## src/rtl/core/pbrle_pkg.sv

```systemverilog
`timescale 1ns / 1ps
// ----------------------------------------------------------------------------
// PackBits RLE encoder package
// Word types, run modes and token helpers shared by the encoder.
// ----------------------------------------------------------------------------
package pbrle_pkg;

  // Bytes per output word and the lane index width
  localparam int unsigned OUT_LANES = 4;
  localparam int unsigned LANE_W    = $clog2(OUT_LANES);

  // Pending byte store
  localparam int unsigned PEND_DEPTH = 128;
  localparam int unsigned PEND_AW    = $clog2(PEND_DEPTH);
  localparam logic [7:0]  LIT_MAX    = 8'd128;

  // Repeat header is 257 minus the run length
  localparam logic [8:0]  REP_BASE = 9'd257;

  // Run modes
  localparam logic [1:0] MODE_UND = 2'd0;
  localparam logic [1:0] MODE_REP = 2'd1;
  localparam logic [1:0] MODE_LIT = 2'd2;

  typedef struct packed {
    logic [7:0] data_byte;
    logic       has_byte;
    logic       end_of_stream;
  } in_item_t;

  typedef struct packed {
    logic [7:0] out_byte0;
    logic [7:0] out_byte1;
    logic [7:0] out_byte2;
    logic [7:0] out_byte3;
    logic [2:0] byte_count;
    logic       last_of_burst;
  } out_item_t;

  // One closed token waiting for output
  typedef struct packed {
    logic       rep;
    logic [7:0] len;
    logic [7:0] val;
  } token_t;

  function automatic token_t mk_rep(input logic [7:0] len, input logic [7:0] val);
    token_t t;
    t.rep = 1'b1;
    t.len = len;
    t.val = val;
    return t;
  endfunction

  function automatic token_t mk_lit(input logic [7:0] len);
    token_t t;
    t.rep = 1'b0;
    t.len = len;
    t.val = 8'd0;
    return t;
  endfunction

  function automatic logic [7:0] hdr_byte(input token_t t);
    logic [8:0] r;
    r = REP_BASE - {1'b0, t.len};
    return t.rep ? r[7:0] : (t.len - 8'd1);
  endfunction

endpackage

```

## src/rtl/core/packbits_rle_encoder.sv

```systemverilog
`timescale 1ns / 1ps
// ----------------------------------------------------------------------------
// PackBits RLE encoder
// Encodes a byte stream into repeat and literal tokens, four bytes per word.
// ----------------------------------------------------------------------------
// An input word that closes no token does not stall the input. A word that
// closes tokens (a full run, a broken run, a full literal, or a flush) holds
// the input until the N encoded bytes that it yields (up to 129) have passed
// the byte stage: the encoded bytes are produced one per cycle while packing
// does not stall, literal bytes coming through the single read port of the
// 128-entry pending byte memory. The output side has its own packing and
// output registers, so finished words drain while the next input word is
// taken. The pending memory needs no clearing after reset. MAX_RUN (2 to 128) caps the length of a repeat token.
module packbits_rle_encoder
  import pbrle_pkg::*;
#(
  parameter int unsigned MAX_RUN = 128
) (
  input  logic      clk_i,
  input  logic      rst_ni,
  input  logic      in_valid_i,
  output logic      in_stall_o,
  input  in_item_t  in_data_i,
  output logic      out_valid_o,
  input  logic      out_stall_i,
  output out_item_t out_data_o
);

  localparam logic [7:0] MaxRunC = 8'(MAX_RUN);

  // Encoder state
  logic [1:0] mode_q, mode_d;
  logic [7:0] cnt_q, cnt_d;
  logic [7:0] first_q, first_d;
  logic [7:0] prev_q, prev_d;

  logic [7:0] mem_q [PEND_DEPTH];
  logic [7:0] rdata_q;

  // Token queue and byte sequencer
  token_t tok0_q, tok1_q;
  logic   tok0_vld_q, tok1_vld_q;
  logic   hdr_q;
  logic [PEND_AW-1:0] bidx_q;

  // Byte stage after the memory read
  logic       s1_vld_q, s1_mem_q, s1_last_q;
  logic [7:0] s1_const_q;

  // Packing word and output word
  logic [7:0] lane_q [OUT_LANES];
  logic [2:0] pack_cnt_q;
  logic       pack_last_q;
  logic       out_vld_q;
  out_item_t  out_q;

  logic in_acc;
  logic wr_en;
  logic [PEND_AW-1:0] wr_addr;
  token_t em [2];
  logic [1:0] ne;

  assign in_stall_o = tok0_vld_q | s1_vld_q;
  assign in_acc     = in_valid_i & ~in_stall_o;

  // Next state and closed tokens for an accepted word
  always_comb begin
    logic [7:0] b;
    logic [7:0] c;
    b       = in_data_i.data_byte;
    c       = cnt_q + 8'd1;
    mode_d  = mode_q;
    cnt_d   = cnt_q;
    first_d = first_q;
    prev_d  = prev_q;
    wr_en   = 1'b0;
    wr_addr = '0;
    em[0]   = '0;
    em[1]   = '0;
    ne      = 2'd0;

    if (in_data_i.has_byte) begin
      prev_d = b;
      case (mode_q)
        MODE_REP: begin
          if (b == first_q) begin
            cnt_d = c;
            if (c >= MaxRunC) begin
              em[ne[0]] = mk_rep(c, first_q);
              ne        = ne + 2'd1;
              cnt_d     = 8'd0;
              mode_d    = MODE_UND;
            end
          end else begin
            em[ne[0]] = mk_rep(cnt_q, first_q);
            ne        = ne + 2'd1;
            first_d   = b;
            cnt_d     = 8'd1;
            mode_d    = MODE_UND;
            wr_en     = 1'b1;
            wr_addr   = '0;
          end
        end
        MODE_LIT: begin
          if (b == prev_q) begin
            // Last literal byte moves over into the new run
            em[ne[0]] = mk_lit(cnt_q - 8'd1);
            ne        = ne + 2'd1;
            first_d   = b;
            cnt_d     = 8'd2;
            mode_d    = MODE_REP;
            if (8'd2 >= MaxRunC) begin
              em[ne[0]] = mk_rep(8'd2, b);
              ne        = ne + 2'd1;
              cnt_d     = 8'd0;
              mode_d    = MODE_UND;
            end
          end else begin
            wr_en   = 1'b1;
            wr_addr = cnt_q[PEND_AW-1:0];
            cnt_d   = c;
            if (c >= LIT_MAX) begin
              em[ne[0]] = mk_lit(c);
              ne        = ne + 2'd1;
              cnt_d     = 8'd0;
              mode_d    = MODE_UND;
            end
          end
        end
        default: begin
          wr_en = 1'b1;
          if (cnt_q == 8'd0) begin
            wr_addr = '0;
            first_d = b;
            cnt_d   = 8'd1;
          end else begin
            wr_addr = PEND_AW'(1);
            cnt_d   = 8'd2;
            if (b == first_q) begin
              mode_d = MODE_REP;
              if (8'd2 >= MaxRunC) begin
                em[ne[0]] = mk_rep(8'd2, first_q);
                ne        = ne + 2'd1;
                cnt_d     = 8'd0;
                mode_d    = MODE_UND;
              end
            end else begin
              mode_d = MODE_LIT;
            end
          end
        end
      endcase
    end

    if (in_data_i.end_of_stream && (cnt_d != 8'd0)) begin
      em[ne[0]] = (mode_d == MODE_REP) ? mk_rep(cnt_d, first_d) : mk_lit(cnt_d);
      ne        = ne + 2'd1;
      cnt_d     = 8'd0;
      mode_d    = MODE_UND;
    end
  end

  always_ff @(posedge clk_i or negedge rst_ni) begin
    if (!rst_ni) begin
      mode_q  <= MODE_UND;
      cnt_q   <= 8'd0;
      first_q <= 8'd0;
      prev_q  <= 8'd0;
    end else if (in_acc) begin
      mode_q  <= mode_d;
      cnt_q   <= cnt_d;
      first_q <= first_d;
      prev_q  <= prev_d;
    end
  end

  // Byte sequencer: header, then the run byte or the literal bytes
  logic [7:0] s0_const;
  logic       s0_mem, s0_tok_end, s0_last, adv0;
  logic       pack_done, move, pack_take, pack_start;
  logic [7:0] s1_byte;

  assign s0_mem     = ~hdr_q & ~tok0_q.rep;
  assign s0_const   = hdr_q ? hdr_byte(tok0_q) : tok0_q.val;
  assign s0_tok_end = ~hdr_q & (tok0_q.rep | ({1'b0, bidx_q} == (tok0_q.len - 8'd1)));
  assign s0_last    = s0_tok_end & ~tok1_vld_q;
  assign adv0       = tok0_vld_q & (~s1_vld_q | pack_take);

  always_ff @(posedge clk_i or negedge rst_ni) begin
    if (!rst_ni) begin
      tok0_vld_q <= 1'b0;
      tok1_vld_q <= 1'b0;
      tok0_q     <= '0;
      tok1_q     <= '0;
      hdr_q      <= 1'b1;
      bidx_q     <= '0;
    end else if (in_acc) begin
      tok0_vld_q <= (ne != 2'd0);
      tok1_vld_q <= (ne == 2'd2);
      tok0_q     <= em[0];
      tok1_q     <= em[1];
      hdr_q      <= 1'b1;
      bidx_q     <= '0;
    end else if (adv0) begin
      if (s0_tok_end) begin
        tok0_q     <= tok1_q;
        tok0_vld_q <= tok1_vld_q;
        tok1_vld_q <= 1'b0;
        hdr_q      <= 1'b1;
        bidx_q     <= '0;
      end else if (hdr_q) begin
        hdr_q <= 1'b0;
      end else begin
        bidx_q <= bidx_q + PEND_AW'(1);
      end
    end
  end

  // Pending byte memory
  always_ff @(posedge clk_i) begin
    if (in_acc && wr_en) begin
      mem_q[wr_addr] <= in_data_i.data_byte;
    end
  end

  always_ff @(posedge clk_i) begin
    if (adv0 && s0_mem) begin
      rdata_q <= mem_q[bidx_q];
    end
  end

  always_ff @(posedge clk_i or negedge rst_ni) begin
    if (!rst_ni) begin
      s1_vld_q   <= 1'b0;
      s1_mem_q   <= 1'b0;
      s1_last_q  <= 1'b0;
      s1_const_q <= 8'd0;
    end else if (adv0) begin
      s1_vld_q   <= 1'b1;
      s1_mem_q   <= s0_mem;
      s1_last_q  <= s0_last;
      s1_const_q <= s0_const;
    end else if (pack_take) begin
      s1_vld_q <= 1'b0;
    end
  end

  assign s1_byte = s1_mem_q ? rdata_q : s1_const_q;

  // Packing: fill lanes, hand a full or final word to the output register
  assign pack_done  = (pack_cnt_q != 3'd0) &
                      ((pack_cnt_q == 3'(OUT_LANES)) | pack_last_q);
  assign move       = pack_done & (~out_vld_q | ~out_stall_i);
  assign pack_take  = s1_vld_q & (~pack_done | move);
  assign pack_start = (pack_cnt_q == 3'd0) | pack_done;

  always_ff @(posedge clk_i or negedge rst_ni) begin
    if (!rst_ni) begin
      pack_cnt_q  <= 3'd0;
      pack_last_q <= 1'b0;
      for (int i = 0; i < OUT_LANES; i++) begin
        lane_q[i] <= 8'd0;
      end
    end else if (pack_take) begin
      pack_last_q <= s1_last_q;
      if (pack_start) begin
        for (int i = 1; i < OUT_LANES; i++) begin
          lane_q[i] <= 8'd0;
        end
        lane_q[0]  <= s1_byte;
        pack_cnt_q <= 3'd1;
      end else begin
        lane_q[pack_cnt_q[LANE_W-1:0]] <= s1_byte;
        pack_cnt_q <= pack_cnt_q + 3'd1;
      end
    end else if (move) begin
      pack_cnt_q  <= 3'd0;
      pack_last_q <= 1'b0;
    end
  end

  always_ff @(posedge clk_i or negedge rst_ni) begin
    if (!rst_ni) begin
      out_vld_q <= 1'b0;
      out_q     <= '0;
    end else if (move) begin
      out_vld_q           <= 1'b1;
      out_q.out_byte0     <= lane_q[0];
      out_q.out_byte1     <= lane_q[1];
      out_q.out_byte2     <= lane_q[2];
      out_q.out_byte3     <= lane_q[3];
      out_q.byte_count    <= pack_cnt_q;
      out_q.last_of_burst <= pack_last_q;
    end else if (!out_stall_i) begin
      out_vld_q <= 1'b0;
    end
  end

  assign out_valid_o = out_vld_q;
  assign out_data_o  = out_q;

  // Assertions
  a_tok_order: assert property (@(posedge clk_i) disable iff (!rst_ni)
    tok1_vld_q |-> tok0_vld_q)
    else $error("second token queued without a first");

  a_rep_range: assert property (@(posedge clk_i) disable iff (!rst_ni)
    (mode_q == MODE_REP) |-> ((cnt_q >= 8'd2) && (cnt_q < MaxRunC)))
    else $error("open run length out of range");

  a_lit_range: assert property (@(posedge clk_i) disable iff (!rst_ni)
    (mode_q == MODE_LIT) |-> ((cnt_q >= 8'd2) && (cnt_q < LIT_MAX)))
    else $error("open literal length out of range");

  a_pack_cnt: assert property (@(posedge clk_i) disable iff (!rst_ni)
    pack_cnt_q <= 3'(OUT_LANES))
    else $error("packing word overfilled");

  a_empty_item: assert property (@(posedge clk_i) disable iff (!rst_ni)
    (in_acc && !in_data_i.has_byte && (!in_data_i.end_of_stream || cnt_q == 8'd0))
      |=> !tok0_vld_q)
    else $error("token queued for a word that closes nothing");

endmodule
```

## config.mk

```make
export PLATFORM = sky130hd
export DESIGN_NAME = packbits_rle_encoder
export DESIGN_NICKNAME = d
export VERILOG_FILES = /design/src/rtl/core/pbrle_pkg.sv /design/src/rtl/core/packbits_rle_encoder.sv
export SDC_FILE = /design/constraint.sdc
export NUM_CORES = 1
export LEC_CHECK = 0
export BUFFER_PORTS_ARGS = -buffer_cell sky130_fd_sc_hd__buf_2
export CAP_MARGIN = 20
export CORE_MARGIN = 2
export CORE_UTILIZATION = 35
export CTS_CLUSTER_SIZE = 20
export DETAILED_ROUTE_END_ITERATION = 10
export GPL_ROUTABILITY_DRIVEN = 0
export PLACE_DENSITY = 0.57
export SETUP_SLACK_MARGIN = 0.05
export SLEW_MARGIN = 10
export SYNTH_ARGS = -nofsm -noshare
export SYNTH_HDL_FRONTEND = slang
export SYNTH_SLANG_ARGS = --single-unit
```

## constraint.sdc

```tcl
create_clock -name clk_i -period 9.8 [get_ports clk_i]
set_input_delay 0 -clock clk_i [delete_from_list [all_inputs] [get_ports clk_i]]
set_output_delay 0 -clock clk_i [all_outputs]
set_load 0.01 [all_outputs]
```

==> flow_summary_export.csv, run 1 <==
group,metric,value,unit
die,die_y,374,um
die,coreArea,135000,um^2
sta,max_freq,0.228,GHz
drt,antenna_left,0,
synthesis,ys_ff_latch,1186,
finish,multi_input_area,12300,um^2
clock_network,clk_latency,730,ps
finish,register_area,34900,um^2
die,rows,135,
synthesis,synthArstFlopShare,13.0,%
synthesis,synthMuxAreaShare,17.7,%
synthesis,yosysTopAreaCell,"edfxtp_1",
sta,slew_headroom,25.4,%
sta,finalClockSkew,20.9,ps
clock_network,cts_inserted_buffers,117,
clock_network,cts_tree,"built",
synthesis,synth.yosys.seq_area_share,72.9,%
finish,utilization,40.1,%
sta,setup_violations,0,
synthesis,synth_area_leaders,"edfxtp_1 (65%), mux4_2 (16%), dfrtp_1 (8.0%)",
synthesis,synth_xor_area_share,0.696,%
finish,final_cell_count_no_fill,4397,
clock_network,htree_levels,3,
critical_path,crit_path_cell_trace,"buf_4 -> buf_4 -> mux4_2 -> mux4_2 -> mux4_2 -> mux2_2",
synthesis,yosysTopAreaCellShare,64.8,%
power_and_ir_drop,p_per_area,236,nW/um^2
global_routing,grt_pass1_wl,177000,um
drt,route.vias.total,24200,
placement,port_buffers,51,
power_and_ir_drop,peakVddDrop,0.161,mV
power_and_ir_drop,p_leak,17.1,nW
drt,initialDrtViolationCount,2731,
synthesis,synth_nets,2446,
synthesis,synth_fa_ha_area_share,0.314,%
drt,routed_wirelength,121000,um
job,cap_viol_max_count,0,
global_routing,antenna_found_initial,12,
critical_path,worstPathRequired,10270,ps
finish,finish.net_count,2540,
global_routing,first_global_vias,24800,
global_routing,grt_max_degree,175,
synthesis,synth_enable_flop_cells,1032,
run_status,outcome,"completed",
die,start_util,35.3,%
critical_path,start_kind,"flop",
worst_hold_path,hold_class,"in2reg",
synthesis,ys_types,84,
synthesis,syn_inst,2420,
sta,hold_viol,0,
synthesis,synth_area_per_cell,19.8,um^2
die,ios,52,
drt,first_pass_iters,5,
sta,setup_ws,5410,ps
critical_path,cp_slowest_cell,"buf_4",
die,dieArea,140000,um^2
clock_network,cts_resized,0,
finish,layout-drive-gt1-share,27.1,%
clock_network,post_cts_buffers,0,
critical_path,cp_top_family,"multiplexers",
sta,worst_pin_slew,1110,ps
synthesis,netlist_area,47800,um^2
drt,vias_per_cell,5.51,
global_routing,globalRouteOverflowTotal,0,
clock_network,root_buffer,"clkbuf_16",
critical_path,max_stage_delay,780,ps
clock_network,ctsLongestPathBuffers,3,
placement,dp.cells,4154,
critical_path,worstSetupEndpointType,"flop",
synthesis,yosysWarnings,0,
sta,final_max_slew_viol_count,0,
clock_network,path_clk_slew,70,ps
die,die_x,374,um
global_routing,grt_usage,17.3,%
power_and_ir_drop,finalPower,12.8,mW
finish,syn_to_final_growth,13.6,%
critical_path,crit_arrival,4860,ps
synthesis,synth_top_family_by_area,"multiplexers",
sta,min_period,4390,ps
critical_path,cp_max_fo,41,
clock_network,numClockSinks,1186,
placement,place_ws,5270,ps
critical_path,critPathMostFrequentCell,"mux4_2",
critical_path,path_class,"reg2reg",
drt,wl_per_cell,27.5,um
synthesis,synthFlopType,"edfxtp_1",
sta,setup_tns,0,ps
placement,hpwl,74000,um
critical_path,path_buf_inv,2,
synthesis,synth-compound-area-share,3.17,%
drt,drc,0,
sta,post-route-period-util,44.8,%
finish,n_fill_cell,12000,
synthesis,synth-simple-area-share,3.85,%
sta,rsz0062_at_grt,"false",
## through the flow
step           hold slack, ps  cell area (um^2)
2_1_floorplan            -296             47800
6_report                 96.0             54300
5_1_grt                  85.6             54300
4_1_cts                  40.2             54200
3_3_place_gp             43.1             50100
3_5_place_dp             52.5             50100
## power breakdown
part / internal, mW / switching, mW / leakage [nW]
clock network: 2.68 / 1.93 / 1.90
logic: 1.02 / 1.29 / 3.90
registers: 5.69 / 0.203 / 11.3
total: 9.38 / 3.42 / 17.1
## logic make-up (layout without fill, tap and decap cells)
logic type,count (synthesis),in the layout
adders and majority gates,12,12
other,0,6
muxes,418,418
DFF,1186,1186
and+or+nand+nor,398,398
xor gates and xnor gates,38,38
AOI/OAI and AO/OA,209,209
buffers and inverters,159,349
## cell usage after synthesis (all sizes together) (13+ instances only)
| cell type | n |
|---|---|
| xor2 | 13 |
| clkbuf | 85 |
| edfxtp | 1032 |
| xnor2 | 25 |
| a22o | 14 |
| nand2b | 17 |
| nand4 | 17 |
| nand2 | 115 |
| mux2i | 30 |
| o21ai | 87 |
| a21oi | 18 |
| inv | 17 |
| dfrtp | 153 |
| mux2 | 52 |
| nor2 | 174 |
| mux4 | 336 |
| nor3 | 15 |
| buf | 56 |
## cell usage in the layout (no fill, tap or decap), types with 5 or more instances in the layout
master,instances
inv_1,17
mux2i_1,30
mux2_2,52
dfrtp_1,148
nand4b_1,8
nor2_1,172
diode_2,6
a21oi_1,17
nor3_1,14
o21ai_1,7
clkinv_2,19
xor2_1,13
clkbuf_1,15
clkinv_1,29
o22ai_1,8
mux4_2,336
buf_6,6
nand2b_1,17
o21ai_0,76
a22oi_1,9
edfxtp_1,1032
and2_1,10
clkbuf_16,120
ha_1,12
dlygate4sd3_1,14
a22o_1,14
buf_4,46
buf_2,43
inv_6,5
nand2_1,115
xnor2_1,25
nand4_1,14
o41ai_1,8
clkinvlp_4,7
nand3_1,11
o221ai_2,9
bufinv_16,17
## registers in the layout, indices dropped and copies added, names as in the netlist, 2 cells and up
name	cells
mem_q	1024
out_data_o	36
lane_q	32
tok0_q	17
tok1_q	17
cnt_q	8
first_q	8
prev_q	8
rdata_q	8
s1_const_q	8
bidx_q	7
pack_cnt_q	3
mode_q	2
## timing repair
action | in CTS | in global routing
hold endpoints to repair | 316 | 0
setup endpoints to repair | 0 | 0
hold buffers | 15 | 0
## per-layer routing
layer	vias to the layer above	GRT usage, %	wire length [um]
met5	-	0	39
met4	6	4.87	3220
met3	210	5.15	11200
met2	1099	26.7	56400
met1	12800	23.9	50200
li1	10100	-	-
## worst min-delay path, delay by kind of cell
| family | cells | cell delay, ps |
|---|---|---|
| buffers and inverters | 2 | 660 |
| AO/OA/AOI/OAI | 1 | 120 |
## area by class of cell
cell class	count	area share, %
clock inverter	80	1.58
timing repair buffer	116	1.73
sequential	1186	64.1
antenna	6	0.0276
tap	1781	4.10
clock buffer	135	5.63
inverter	18	0.124
multi-input combinational	1075	22.7
## path summary, 6_finish.rpt
path | startpoint | to | slack, ps | cells past startpoint
setup / recovery | bidx_q[0] | rdata_q[5] | 5410 | 6
hold / removal | out_stall_i | out_valid_o | 100 | 3
setup reg to reg | bidx_q[0] | rdata_q[5] | 5410 | 6
hold reg to reg | lane_q[9] | lane_q[9] | 480 | 2
max in group asynchronous | rst_ni | bidx_q[0] | 8770 | 5
min in group asynchronous | rst_ni | s1_const_q[2] | 420 | 4
Note: power is estimated with default switching activity, not from simulation.
==> run 2, diff against run 1 <==
--- a/config.mk
+++ b/config.mk
@@ -12,7 +12,7 @@
 export CTS_CLUSTER_SIZE = 20
 export DETAILED_ROUTE_END_ITERATION = 10
 export GPL_ROUTABILITY_DRIVEN = 0
-export PLACE_DENSITY = 0.57
+export PLACE_DENSITY = 0.59
 export SETUP_SLACK_MARGIN = 0.05
 export SLEW_MARGIN = 10
 export SYNTH_ARGS = -nofsm -noshare
==> constraint.sdc (replaced) <==
create_clock -name clk_i -period 3.9 [get_ports clk_i]
set_input_delay 0 -clock clk_i [delete_from_list [all_inputs] [get_ports clk_i]]
set_output_delay 0 -clock clk_i [all_outputs]
set_load 0.01 [all_outputs]
==> run 2 against run 1 <==
  * Fmax rose by 24%
  * Sequential cell count is the same
  * Via count up 3.0%
  * Sequential share of layout area fell by 1.2 points
  * Clock skew up 23 ps
  * Worst hold slack better by 26 ps
  * Count of clock-buffer cells in the layout increased by 1
==> flow_summary_export.csv, run 2 (same netlist as run 1, synthesis figures left out) <==
group,metric,value,unit
die,rows,135,
sta,final_max_slew_viol_count,0,
worst_hold_path,holdPathEnd,"out_valid_o",
power_and_ir_drop,p_sw,8.55,mW
sta,setup_tns,0,ps
critical_path,cp_max_fo,9,
clock_network,htree_levels,3,
sta,worst_hold_slack,122,ps
finish,finish.net_count,2696,
global_routing,globalRouteOverflowTotal,0,
finish,final_area,55400,um^2
finish,top_register,"mem_q",
die,ios,52,
sta,worst_pin_slew,1010,ps
finish,final_cell_count_no_fill,4550,
placement,hpwl,76500,um
clock_network,clk_latency,740,ps
drt,first_pass_iters,6,
sta,finalClockSkew,43.5,ps
placement,port_buffers,51,
power_and_ir_drop,peakVddDrop,0.383,mV
sta,rsz0062_at_grt,"false",
drt,wl_met3,9590,um
worst_hold_path,hold_class,"in2reg",
job,cap_viol_max_count,0,
global_routing,grt_max_degree,132,
die,coreArea,135000,um^2
clock_network,numClockSinks,1186,
global_routing,grt_usage,17.0,%
drt,initialDrtViolationCount,2936,
drt,route.vias.total,24900,
sta,slew_headroom,32.5,%
die,die_y,374,um
global_routing,first_global_vias,25300,
power_and_ir_drop,switching_share,27.1,%
power_and_ir_drop,p_int,23.0,mW
clock_network,ctsLongestPathBuffers,3,
critical_path,start_kind,"flop",
worst_hold_path,min_delay_path_depth,3,
worst_hold_path,min-delay-start,"out_stall_i",
critical_path,r2r-end,"mem_q[65][6]",
run_status,outcome,"completed",
finish,final_common_cell,"edfxtp_1",
finish,layout-drive-gt1-share,30.9,%
drt,routed_wirelength,119000,um
clock_network,root_buffer,"clkbuf_16",
power_and_ir_drop,seqPwrFrac,46.8,%
critical_path,reg2reg_slack,350,ps
power_and_ir_drop,clockPowerShare,33.9,%
critical_path,r2r-start,"mode_q[0]",
die,die_x,374,um
clock_network,cts_tree,"built",
global_routing,antenna_found_initial,5,
clock_network,path_clk_slew,70,ps
sta,setup_violations,0,
drt,antenna_left,0,
drt,wl_per_cell,26.2,um
drt,routed.top_layer,"met4",
clock_network,cts_inserted_buffers,114,
sta,max_freq,0.282,GHz
critical_path,crit_arrival,3900,ps
drt,vias_per_cell,5.48,
die,dieArea,140000,um^2
finish,syn_to_final_growth,15.8,%
die,start_util,35.3,%
critical_path,worstPathRequired,4250,ps
power_and_ir_drop,p_leak,17.9,nW
critical_path,path_class,"reg2reg",
drt,drc,0,
placement,dp.cells,4318,
finish,layout_common_cells,"edfxtp_1 (1032), mux4_2 (336), buf_4 (191)",
sta,min_period,3550,ps
drt,routed-wl-met2,56800,um
critical_path,worstSetupEndpointType,"flop",
finish,largest_reg_flops,1024,
drt,wl_met1,50400,um
clock_network,cts_resized,0,
placement,dpl_cell_area,51600,um^2
power_and_ir_drop,comb_power_share,19.3,%
power_and_ir_drop,p_per_area,569,nW/um^2
sta,hold_viol,0,
sta,post-route-period-util,91.0,%
power_and_ir_drop,finalPower,31.5,mW
critical_path,r2r_cells,7,
global_routing,grt_pass1_wl,176000,um
-- run 2: cell types whose count changed in the layout (fill, tap and decap cells not counted), moves of 4 or more --
cell	delta
buf_4	+145
buf_12	+22
bufinv_16	-10
clkinv_2	+10
buf_6	-5
clkbuf_1	+5
clkbuf_16	-5
diode_2	-5
clkinvlp_4	-4
-- run 2: worst max-delay path by stage --
| stage | slack (ps) | startpoint | endpoint | cells past startpoint |
|---|---|---|---|---|
| 2_1_floorplan | 690 | cnt_q[1] | mem_q[42][0] | 12 |
| 3_3_place_gp | 490 | prev_q[3] | mem_q[83][1] | 8 |
| 3_5_place_dp | 370 | mode_q[0] | mem_q[67][0] | 7 |
| 4_1_cts | 360 | mode_q[0] | mem_q[67][7] | 7 |
| 5_1_grt | 120 | mode_q[0] | mem_q[65][6] | 7 |
| 6_report | 350 | mode_q[0] | mem_q[65][6] | 7 |
-- run 2: cell type report --
cell class | count | area (um^2)
multi-input combinational | 1075 | 12300
timing repair buffer | 275 | 2330
sequential | 1186 | 34900
tap | 1781 | 2230
clock buffer | 136 | 2970
antenna | 1 | 2.50
fill | 11900 | 80100
clock inverter | 78 | 634
inverter | 18 | 67.6
-- run 2: through the flow --
step                setup slack (ps)  util [%]
floorplan                        687         -
global placement                 489      38.1
detailed placement               370      38.1
CTS                              358      40.9
global route                     117      40.9
finish                           350      40.9
-- run 2: layer usage --
metal | vias up | GRT usage [%]
li1 | 10400 | -
met1 | 13300 | 24.2
met2 | 1099 | 27.0
met3 | 163 | 3.27
met4 | 0 | 3.85
met5 | - | 0
-- run 2: what timing repair did --
action,in CTS,in global routing
endpoints found under the hold margin,441,0
hold buffers,16,0
buffers inserted,0,0
-- run 2: power groups by stage --
stage	Sequential [mW]	Combinational [mW]	Clock, mW
3_5_place_dp	15.0	6.09	0
4_1_cts	14.8	6.13	10.9
5_1_grt	14.8	6.50	11.4
3_3_place_gp	15.0	6.03	0
6_report	14.8	6.08	10.7
2_1_floorplan	14.8	4.06	0
-- run 2: critical path, cell delays in order, from the launching register on --
cell and delay (ps):
dfrtp_1 360, inv_1 90, ha_1 430, nand2b_1 380, nor3_1 630, o21ai_1 390
buf_4 270, nor2_1 600
